--- src/rtl/core/dtc_pkg.sv ---
// Shared types and constants for the debounced transport control core.
// No dependencies; imported by every module in rtl/core.
package dtc_pkg;

  // Width of the per-button stable counters.
  localparam int COUNT_WIDTH = 16;
  localparam logic [COUNT_WIDTH-1:0] COUNT_MAX = {COUNT_WIDTH{1'b1}};

  // Register widths and reset values.
  localparam int DEB_WIDTH = 10;
  localparam int MSG_WIDTH = 16;
  localparam int CFG_DATA_WIDTH = 16;
  localparam logic [DEB_WIDTH-1:0] DEB_RESET = 10'd50;
  localparam logic [MSG_WIDTH-1:0] MSG_RESET = 16'd500;
  localparam logic [MSG_WIDTH-1:0] MSG_MAX = {MSG_WIDTH{1'b1}};

  // Width used for the debounce compare, wide enough for both sides.
  localparam int CMP_WIDTH = (COUNT_WIDTH > DEB_WIDTH) ? COUNT_WIDTH : DEB_WIDTH;

  // Register indexes.
  localparam logic CFG_DEBOUNCE = 1'b0;
  localparam logic CFG_MESSAGE  = 1'b1;

  // MIDI realtime bytes.
  localparam logic [7:0] BYTE_NONE  = 8'h00;
  localparam logic [7:0] BYTE_START = 8'hFA;
  localparam logic [7:0] BYTE_CONT  = 8'hFB;
  localparam logic [7:0] BYTE_STOP  = 8'hFC;

  // Display codes.
  localparam logic [2:0] DISP_NONE = 3'd0;
  localparam logic [2:0] DISP_PLAY = 3'd1;
  localparam logic [2:0] DISP_HOLD = 3'd2;
  localparam logic [2:0] DISP_STOP = 3'd3;
  localparam logic [2:0] DISP_IDLE = 3'd4;
  localparam logic [2:0] DISP_BPM  = 3'd5;

  // Transport mode codes as reported on the port.
  localparam logic [1:0] TMODE_STOPPED = 2'd0;
  localparam logic [1:0] TMODE_PLAYING = 2'd1;
  localparam logic [1:0] TMODE_PAUSED  = 2'd2;

  // Transport state machine.
  typedef enum logic [2:0] {
    MODE_STOP  = 3'b001,
    MODE_PLAY  = 3'b010,
    MODE_PAUSE = 3'b100
  } mode_t;

  // One result item.
  typedef struct packed {
    logic [1:0] midi_count;
    logic [7:0] midi_first;
    logic [7:0] midi_second;
    logic [2:0] display_code;
    logic [1:0] transport_mode;
  } dtc_result_t;

endpackage

--- src/rtl/core/dtc_debounce.sv ---
// Per-button debounce: stable counter, previous level and press latch.
// Depends on dtc_pkg.
module dtc_debounce
  import dtc_pkg::*;
(
  input  logic                 clk,
  input  logic                 rst,
  input  logic                 step,
  input  logic                 level,
  input  logic [DEB_WIDTH-1:0] debounce_ticks,
  output logic                 act
);

  logic                   prev_level;
  logic                   prev_level_next;
  logic [COUNT_WIDTH-1:0] count;
  logic [COUNT_WIDTH-1:0] count_next;
  logic                   latched;
  logic                   latched_next;
  logic                   settled;

  always_comb begin
    if (level != prev_level) begin
      count_next = '0;
    end else if (count != COUNT_MAX) begin
      count_next = count + 1'b1;
    end else begin
      count_next = count;
    end
    settled = CMP_WIDTH'(count_next) > CMP_WIDTH'(debounce_ticks);
    act = settled && !level && !latched;
    latched_next = latched;
    if (settled) begin
      if (!level) begin
        latched_next = 1'b1;
      end else begin
        latched_next = 1'b0;
      end
    end
    prev_level_next = level;
  end

  always_ff @(posedge clk) begin
    if (rst) begin
      prev_level <= 1'b1;
      count      <= '0;
      latched    <= 1'b0;
    end else if (step) begin
      prev_level <= prev_level_next;
      count      <= count_next;
      latched    <= latched_next;
    end
  end

endmodule

--- src/rtl/core/dtc_transport.sv ---
// Transport mode machine, MIDI byte selection and message timeout.
// Depends on dtc_pkg.
module dtc_transport
  import dtc_pkg::*;
(
  input  logic                 clk,
  input  logic                 rst,
  input  logic                 step,
  input  logic                 play_act,
  input  logic                 stop_act,
  input  logic [MSG_WIDTH-1:0] message_ticks,
  output dtc_result_t          result
);

  mode_t                mode;
  mode_t                mode_next;
  logic                 msg_active;
  logic                 msg_active_next;
  logic [MSG_WIDTH-1:0] msg_elapsed;
  logic [MSG_WIDTH-1:0] msg_elapsed_next;
  logic [7:0]           play_byte;
  logic [2:0]           play_disp;
  mode_t                play_mode;
  logic [2:0]           disp;
  logic                 acted;

  always_comb begin
    // Play button steps the transport; an illegal code counts as stopped.
    case (mode)
      MODE_PLAY: begin
        play_mode = MODE_PAUSE;
        play_byte = BYTE_STOP;
        play_disp = DISP_HOLD;
      end
      MODE_PAUSE: begin
        play_mode = MODE_PLAY;
        play_byte = BYTE_CONT;
        play_disp = DISP_PLAY;
      end
      default: begin
        play_mode = MODE_PLAY;
        play_byte = BYTE_START;
        play_disp = DISP_PLAY;
      end
    endcase

    mode_next = mode;
    disp      = DISP_NONE;
    if (play_act) begin
      mode_next = play_mode;
      disp      = play_disp;
    end
    if (stop_act) begin
      mode_next = MODE_STOP;
      disp      = DISP_STOP;
    end
    acted = play_act || stop_act;

    result.midi_count  = {1'b0, play_act} + {1'b0, stop_act};
    result.midi_first  = play_act ? play_byte : (stop_act ? BYTE_STOP : BYTE_NONE);
    result.midi_second = (play_act && stop_act) ? BYTE_STOP : BYTE_NONE;

    // Message timer.
    msg_active_next  = msg_active;
    msg_elapsed_next = msg_elapsed;
    if (acted) begin
      msg_active_next  = 1'b1;
      msg_elapsed_next = '0;
    end else if (msg_active && msg_elapsed != MSG_MAX) begin
      msg_elapsed_next = msg_elapsed + 1'b1;
    end
    if (msg_active_next && msg_elapsed_next >= message_ticks) begin
      msg_active_next = 1'b0;
      disp = (mode_next == MODE_STOP) ? DISP_IDLE : DISP_BPM;
    end
    result.display_code = disp;

    case (mode_next)
      MODE_PLAY:  result.transport_mode = TMODE_PLAYING;
      MODE_PAUSE: result.transport_mode = TMODE_PAUSED;
      default:    result.transport_mode = TMODE_STOPPED;
    endcase
  end

  always_ff @(posedge clk) begin
    if (rst) begin
      mode        <= MODE_STOP;
      msg_active  <= 1'b0;
      msg_elapsed <= '0;
    end else if (step) begin
      mode        <= mode_next;
      msg_active  <= msg_active_next;
      msg_elapsed <= msg_elapsed_next;
    end
  end

endmodule

--- src/rtl/core/debounced_transport_control_core.sv ---
// Top level of the debounced transport control core.
// Depends on dtc_pkg, dtc_debounce and dtc_transport.
//
// One input item is one millisecond tick carrying the active-low levels of the
// play and stop buttons. Every item yields exactly one result item with the
// MIDI realtime bytes sent (start FA, continue FB, stop FC), the display code
// and the transport mode after the tick. The block takes one item per clock
// while out_ready keeps results draining. An item is captured in the input
// register. All per-tick work (both debounce counters, the transport machine
// and the message timer) is a single short combinational pass into the result
// register, from which out_valid shows the result. A result waiting on
// out_ready lets one more item into the input register; with both registers
// full and out_ready low, in_ready drops. The user must write registers
// through cfg_write/cfg_index/cfg_data only while no item is in flight; the
// block does not enforce this. Index 0 is the debounce setting (10 bits,
// reset 50), index 1 the message time (16 bits, reset 500).
module debounced_transport_control_core
  import dtc_pkg::*;
(
  input  logic                      clk,
  input  logic                      rst,
  // Tick input
  input  logic                      in_valid,
  output logic                      in_ready,
  input  logic                      play_level,
  input  logic                      stop_level,
  // Result output
  output logic                      out_valid,
  input  logic                      out_ready,
  output logic [1:0]                midi_count,
  output logic [7:0]                midi_first,
  output logic [7:0]                midi_second,
  output logic [2:0]                display_code,
  output logic [1:0]                transport_mode,
  // Register writes
  input  logic                      cfg_write,
  input  logic                      cfg_index,
  input  logic [CFG_DATA_WIDTH-1:0] cfg_data
);

  logic [DEB_WIDTH-1:0] debounce_ticks;
  logic [MSG_WIDTH-1:0] message_ticks;

  // Input register.
  logic        in_full;
  logic        play_q;
  logic        stop_q;
  // Result register.
  logic        out_full;
  dtc_result_t out_q;

  logic        advance;
  logic        play_act;
  logic        stop_act;
  dtc_result_t result;

  // An item moves to the result register when the slot is free or draining.
  assign advance  = in_full && (!out_full || out_ready);
  assign in_ready = !in_full || advance;

  always_ff @(posedge clk) begin
    if (rst) begin
      debounce_ticks <= DEB_RESET;
      message_ticks  <= MSG_RESET;
    end else if (cfg_write) begin
      case (cfg_index)
        CFG_DEBOUNCE: debounce_ticks <= cfg_data[DEB_WIDTH-1:0];
        CFG_MESSAGE:  message_ticks  <= cfg_data[MSG_WIDTH-1:0];
        default: ;
      endcase
    end
  end

  always_ff @(posedge clk) begin
    if (rst) begin
      in_full <= 1'b0;
    end else if (in_valid && in_ready) begin
      in_full <= 1'b1;
    end else if (advance) begin
      in_full <= 1'b0;
    end
  end

  always_ff @(posedge clk) begin
    if (in_valid && in_ready) begin
      play_q <= play_level;
      stop_q <= stop_level;
    end
  end

  // Play is evaluated before stop; both only read the captured tick.
  dtc_debounce u_play_deb (
    .clk            (clk),
    .rst            (rst),
    .step           (advance),
    .level          (play_q),
    .debounce_ticks (debounce_ticks),
    .act            (play_act)
  );

  dtc_debounce u_stop_deb (
    .clk            (clk),
    .rst            (rst),
    .step           (advance),
    .level          (stop_q),
    .debounce_ticks (debounce_ticks),
    .act            (stop_act)
  );

  dtc_transport u_transport (
    .clk           (clk),
    .rst           (rst),
    .step          (advance),
    .play_act      (play_act),
    .stop_act      (stop_act),
    .message_ticks (message_ticks),
    .result        (result)
  );

  always_ff @(posedge clk) begin
    if (rst) begin
      out_full <= 1'b0;
    end else if (advance) begin
      out_full <= 1'b1;
    end else if (out_ready) begin
      out_full <= 1'b0;
    end
  end

  always_ff @(posedge clk) begin
    if (advance) begin
      out_q <= result;
    end
  end

  assign out_valid      = out_full;
  assign midi_count     = out_q.midi_count;
  assign midi_first     = out_q.midi_first;
  assign midi_second    = out_q.midi_second;
  assign display_code   = out_q.display_code;
  assign transport_mode = out_q.transport_mode;

`ifndef ASSERT_OFF
  // A captured tick that cannot advance must stay put.
  a_in_hold: assert property (@(posedge clk) disable iff (rst)
    in_full && !advance |=> in_full && $stable(play_q) && $stable(stop_q))
    else $error("input register lost or changed a stalled item");

  // No bytes reported means both byte fields are empty.
  a_idle_bytes: assert property (@(posedge clk) disable iff (rst)
    out_valid && midi_count == 2'd0 |-> midi_first == BYTE_NONE && midi_second == BYTE_NONE)
    else $error("byte fields set with no bytes sent");

  // Both buttons acting always end stopped with stop shown second.
  a_both_act: assert property (@(posedge clk) disable iff (rst)
    out_valid && midi_count == 2'd2 |->
      midi_second == BYTE_STOP && transport_mode == TMODE_STOPPED &&
      (display_code == DISP_STOP || display_code == DISP_IDLE))
    else $error("double action produced inconsistent result");

  // Reported mode and byte count stay within their legal codes.
  a_legal_codes: assert property (@(posedge clk) disable iff (rst)
    out_valid |-> transport_mode != 2'd3 && midi_count != 2'd3)
    else $error("illegal mode or byte count reported");
`endif

endmodule

--- config.mk ---
export PLATFORM = sky130hd
export DESIGN_NAME = debounced_transport_control_core
export DESIGN_NICKNAME = d
export VERILOG_FILES = /design/src/rtl/core/dtc_pkg.sv /design/src/rtl/core/dtc_debounce.sv /design/src/rtl/core/dtc_transport.sv /design/src/rtl/core/debounced_transport_control_core.sv
export SDC_FILE = /design/constraint.sdc
export NUM_CORES = 1
export LEC_CHECK = 0
export ABC_AREA = 1
export BUFFER_PORTS_ARGS = -buffer_cell sky130_fd_sc_hd__buf_2
export CORE_UTILIZATION = 63
export CTS_BUF_LIST = sky130_fd_sc_hd__clkbuf_8
export DETAILED_ROUTE_END_ITERATION = 10
export HOLD_SLACK_MARGIN = 0.12
export PLACE_DENSITY = 0.9
export SKIP_CTS_REPAIR_TIMING = 1
export SLEW_MARGIN = 20
export SYNTH_ARGS = -nofsm -noshare
export SYNTH_HDL_FRONTEND = slang
export SYNTH_SLANG_ARGS = --single-unit
--- constraint.sdc ---
create_clock -name clk -period 5.78 [get_ports clk]
set_input_delay 0.578 -clock clk [delete_from_list [all_inputs] [get_ports clk]]
set_output_delay 0.578 -clock clk [all_outputs]
set_load 0.1 [all_outputs]
# ---- Word level (Yosys, flattened, before mapping)
# Index checks and enable logic that the tools add are counted.
dict set report op_classes {
  addsub 4
  magnitude_cmp 3
  n_eq_ne 10
  mux 27
  n_bitwise 1
  n_reduce_logical 24
}
# op count
set ops {}
lappend ops {{$mux 16} 6}
lappend ops {{$add 16x1->16 const B} 3}
lappend ops {{$ne 16x16->1 const B} 3}
lappend ops {{$gt 16x10->1} 2}
lappend ops {{$mux 8} 3}
lappend ops {{$ge 16x16->1} 1}
lappend ops {{$mux 3} 4}
lappend ops {{$logic_and 1x1->1} 9}
lappend ops {{$mux 1} 9}
lappend ops {{$reduce_and 2->1} 4}
lappend ops {{$eq 3x2->1 const B} 2}
lappend ops {{$eq 3x3->1 const B} 2}
lappend ops {{$logic_not 1->1} 6}
lappend ops {{$mux 2} 3}
lappend ops {{$pmux 3 s2} 1}
lappend ops {{$pmux 2 s2} 1}
lappend ops {{$reduce_bool 2->1} 2}
lappend ops {{$eq 3x1->1 const B} 1}
lappend ops {{$logic_or 1x1->1} 3}
lappend ops {{$add 1x1->2} 1}
lappend ops {{$ne 1x1->1} 2}
lappend ops {{$not 1->1} 1}
dict set report word_totals {
  register_bits 109
  inputBits 24
  out_inout_bits 25
  word_cells 89
}

# ---- Logic depth before layout (Yosys ltp)
dict set report depth {
  word_depth 11
  ltp_mapped 40
  depth_no_buf 40
}

# ---- Modules after synthesis
# A second synthesis with hierarchy kept.
dict set report unflattened {
  cells_unflattened 978
  hier_area_um2 6966.7
}
# module instances cells_per_inst area_each_um2 seq_area_each_um2
set by_module_without_submodules {}
lappend by_module_without_submodules {dtc_transport 1 333 2125.8 400.4}
lappend by_module_without_submodules {debounced_transport_control_core 1 168 1804.2 1311.3}
lappend by_module_without_submodules {{dtc_debounce (u_stop_deb)} 1 239 1521.5 360.3}
lappend by_module_without_submodules {{dtc_debounce (u_play_deb)} 1 238 1515.2 360.3}

# ---- Least setup slack after synthesis
# OpenSTA, ideal clock, no wires.
dict set report synth_path {
  kind {flip-flop to flip-flop}
  start {register u_play_deb.count[0]}
  end {register out_q (netlist bit display_code[0]), data pin}
  setup_ns 0.254
  arrival_ns 4.176
  required_time_ns 5.526
  slack_ns 1.349
  stages_incl_launch_ff 37
  path_buffers 2
  path_cell_list {dfxtp_1 > ha_1 > nand3_2 > inv_2 > nand2_2 > clkinv_2 > nand2_4 > buf_6 > inv_1 > nor2_1 > nand2_1 > o211ai_1 > inv_1 > ha_1 > nand2_1 > inv_1 > nand4_1 > nor3_1 > a21oi_1 > nor2_1 > nand2_4 > nand2_4 > ha_1 > buf_1 > nand3_1 > inv_1 > ha_1 > nand2_1 > nor2_1 > a211oi_1 > o221ai_1 > nand2_1 > nand3_1 > nand2_1 > inv_1 > nand2_1 > nand2_1}
}
# element line_no
set synth_rtl {}
lappend synth_rtl {{from (decl)} dtc_debounce.sv:16} ;# logic [COUNT_WIDTH-1:0] count;
lappend synth_rtl {{from (signal assigned)} dtc_debounce.sv:50} ;# count <= count_next;
lappend synth_rtl {{to (signal assigned)} debounced_transport_control_core.sv:132} ;# out_q <= result;
lappend synth_rtl {{to (decl)} debounced_transport_control_core.sv:50} ;# dtc_result_t out_q;

==> out/summary.log <==
qor: pwr.peakVddDrop 0.1460 mV
qor: synth.post_synth_num_cell_types 42
qor: synth.yosysWarnings 0
qor: sta.timing.final.hold_violations 0
qor: floorplan.top_level_ports 49
qor: grt.first_global_vias 4985
qor: detailed_routing.viasPerCell 5.526
qor: detailed_routing.dr.first_iter.drc_count 395
qor: sta.slew_viol_final 0
qor: grt.overall_fraction_of_global_route_tracks_in_use 0.2820
qor: sta.totalNegativeSetupSlack 0 ps
qor: setup_path.start_kind flop
qor: status.status finished, final reports clean
qor: floorplan.fp.dieW 99.74 um
qor: setup_path.path_max_fanout 14
qor: synth.synth_ff_type dfxtp_1
qor: synth.cell_type_contributing_the_most_total_cell_area_after_synthesis dfxtp_1
qor: sta.max_freq 193.0 MHz
qor: final_layout.antenna_cells_inserted 0
qor: sta.whs 373.9 ps
qor: worst_hold_path.worstHoldPathType in -> reg
qor: sta.final.setup_skew 10.07 ps
qor: placed_design.dpl.cell_count 986
qor: synth.synthXorXnorAreaFrac 0.01580
qor: worst_hold_path.worst_hold_path.endpoint stop_q
qor: floorplan.fp.dieArea 9948 um^2
qor: pwr.power-per-cell-area 254.9 nW/um^2
qor: placed_design.place.gp.congestion 0.9048
qor: grt.pin_count_of_the_biggest_net_entering_global_routing 66
qor: grt.grt_remaining_overflow 0
qor: final_layout.final_stage_net_count 933
qor: pwr.p_leak 2.974 nW
qor: synth.largest_family_of_logic_cells_by_synthesized_area simple AND/OR/NAND/NOR gates
qor: clocking.clock_sink_count 97
qor: detailed_routing.detail_route.wl_per_cell 13.29 um
qor: detailed_routing.number_of_iterations_in_the_first_detailed_routing_pass 6
qor: synth.post_synth_fa_ha_maj_area_fraction 0.08524
qor: clocking.cts_root_buffer clkbuf_8
qor: grt.grt_pass1_wl 22590 um
qor: placed_design.place_worst_setup_slack 721.2 ps
qor: clocking.cts_tree done
qor: worst_hold_path.holdPathStages 1
qor: setup_path.crit_path_end_kind flop
qor: floorplan.start_util 0.6513
qor: setup_path.critical_path_required 5920 ps
qor: setup_path.critical_path.max_stage_delay 480 ps
qor: setup_path.worst-endpoint-arrival 5320 ps
qor: placed_design.dp_hpwl 9642 um
qor: synth.netlist_instances 846
qor: sta.setup-violations-final 0
qor: final_layout.layout-area-overhead-vs-synth 7.006%
qor: grt.number_of_antenna_violations_at_the_first_check_in_global_routing 0
qor: clocking.clock_tree.htree_level_count 3
qor: detailed_routing.antenna_violating_nets_post_route 0
qor: placed_design.numPortBuffers 46
qor: synth.post_synthesis_register_bit_count 97
qor: final_layout.layout.filler_cells 770
qor: final_layout.layout-drive-gt1-share 0.1329
qor: worst_hold_path.timing.hold.worst.start stop_level
qor: setup_path.r2r-end display_code[0]
qor: setup_path.critical_path_class reg -> reg
qor: floorplan.std_cell_rows 35
qor: clocking.cts_inserted_buffers 9
qor: setup_path.path_common_cell nand2_1
qor: sta.slew_headroom 0.3340
qor: setup_path.r2r.worst_path.cells 34
qor: synth.synthesis.area 6018 um^2
qor: synth.synth_seq_area_share 0.3443
qor: synth.cell_with_the_most_instances_after_synthesis nand2_1
qor: sta.tightest_slew 997.6 ps
qor: synth.synth_common_cells nand2_1, inv_1, a21oi_1, dfxtp_1, o21ai_0
qor: synth.synth-edff-count 13
qor: job.maxCapViolCount 0
qor: final_layout.final_util 0.6970
qor: detailed_routing.wl 13320 um
qor: setup_path.critical-path-slowest-cell ha_1
qor: synth.synth_simple_gate_area_frac 0.2644
qor: clocking.clk_lat_worst_skew 370 ps
qor: setup_path.regToRegStartpoint u_stop_deb.count[0]
qor: sta.rsz0062_at_grt no
qor: sta.final_min_period_over_clock_period 0.8963
qor: synth.ys_async_sr_fraction 0
qor: sta.finalWorstSetupSlack 599.2 ps
qor: synth.syn_avg_cell_area 7.114 um^2
qor: synth.ys_top_cells_by_area dfxtp_1, nand2_1, ha_1
qor: detailed_routing.post-route-drc-count 0
qor: setup_path.setup.reg_to_reg.worst_slack 600 ps
qor: synth.synth_area_in_compound_gates 0.1802
qor: sta.period_needed 5181 ps
qor: synth.synthDominantCellAreaShare 0.2794
qor: final_layout.final-instance-count-excl-fill 1002
qor: setup_path.critPathLaunch u_stop_deb.count[0]
qor: floorplan.chipHeight 99.74 um
qor: clocking.path_clk_slew 100 ps
qor: synth.synth_mux_area_frac 0
qor: floorplan.core_area 9240 um^2
qor: detailed_routing.num_vias 5537
qor: clocking.clockBufferDepth 2
==> area by class of cell <==
cell class | instances | area (um^2) | share of cell area
clock buffers | 9 | 123.9 | 0.01923
clock inverters | 7 | 75.07 | 0.01166
inverters | 121 | 455.4 | 0.07072
multi-input cells | 589 | 3292 | 0.5112
flip-flops and latches | 97 | 2072 | 0.3217
well taps | 129 | 161.4 | 0.02506
repair buffers | 50 | 260.3 | 0.04041
==> worst max-delay path by stage <==
stage / endpoint / slack, ps / cells past startpoint
after floorplan: display_code[0] / 1350 / 36
after global placement: display_code[0] / 770 / 34
after detailed placement: display_code[0] / 720 / 34
after CTS: display_code[0] / 680 / 34
after global routing: display_code[0] / 120 / 34
final: display_code[0] / 600 / 34
==> critical path, delay by kind of cell (launching register included) <==
kind,cells,cell delay (ps)
compound gates,8,1220
fa+ha+maj,4,1260
buf+inv,1,70
flops,1,400
simple gates,21,1990
==> sequential cells by signal, summed over array words and instances, names as in the netlist, 2 cells and up <==
signal,flops
u_play_deb.count,16
transport_mode,2
display_code,3
u_stop_deb.count,16
u_transport.mode,3
message_ticks,16
midi_first,4
u_transport.msg_elapsed,16
debounce_ticks,10
==> report_power, final <==
part	internal (W)	total (W)	switching, W
logic	0.000118	0.000413	0.000295
registers	0.000733	0.000771	0.0000376
clock network	0.000205	0.000457	0.000252
total	0.00106	0.00164	0.000585
==> cell families after synthesis <==
group                      after synthesis
AOI/OAI and AO/OA                      200
xor gates and xnor gates                10
adders and majority gates               41
buffers and inverters                  161
DFF                                     97
other                                    1
and+or+nand+nor                        336
==> layout by cell type (no fill, tap or decap), types with 9 or more instances in the layout <==
cell type and count:
edfxtp_1 13, nand2_1 146, inv_1 113, a211oi_1 10, nand3_1 43, nand2_2 13, o21ai_0 75, dfxtp_1 84
nor2_1 70, nor3_1 16, clkbuf_8 9, a21oi_1 85, buf_2 46, ha_1 41, o211ai_1 12, nand4_1 13
==> per-stage QoR <==
step,total power (W),area (um^2)
floorplan,0.001114,6022
global placement,0.001185,6241
detailed placement,0.001193,6241
CTS,0.001642,6440
global route,0.001724,6440
finish,0.001641,6440
==> metal layers <==
layer	GRT usage	vias up	share of wire
li1	-	2840	-
met1	0.3904	2495	0.47
met2	0.4589	183	0.46
met3	0.04146	19	0.058
met4	0.07692	0	0.014
met5	0	-	0
Power figures use the tool's default switching activity.
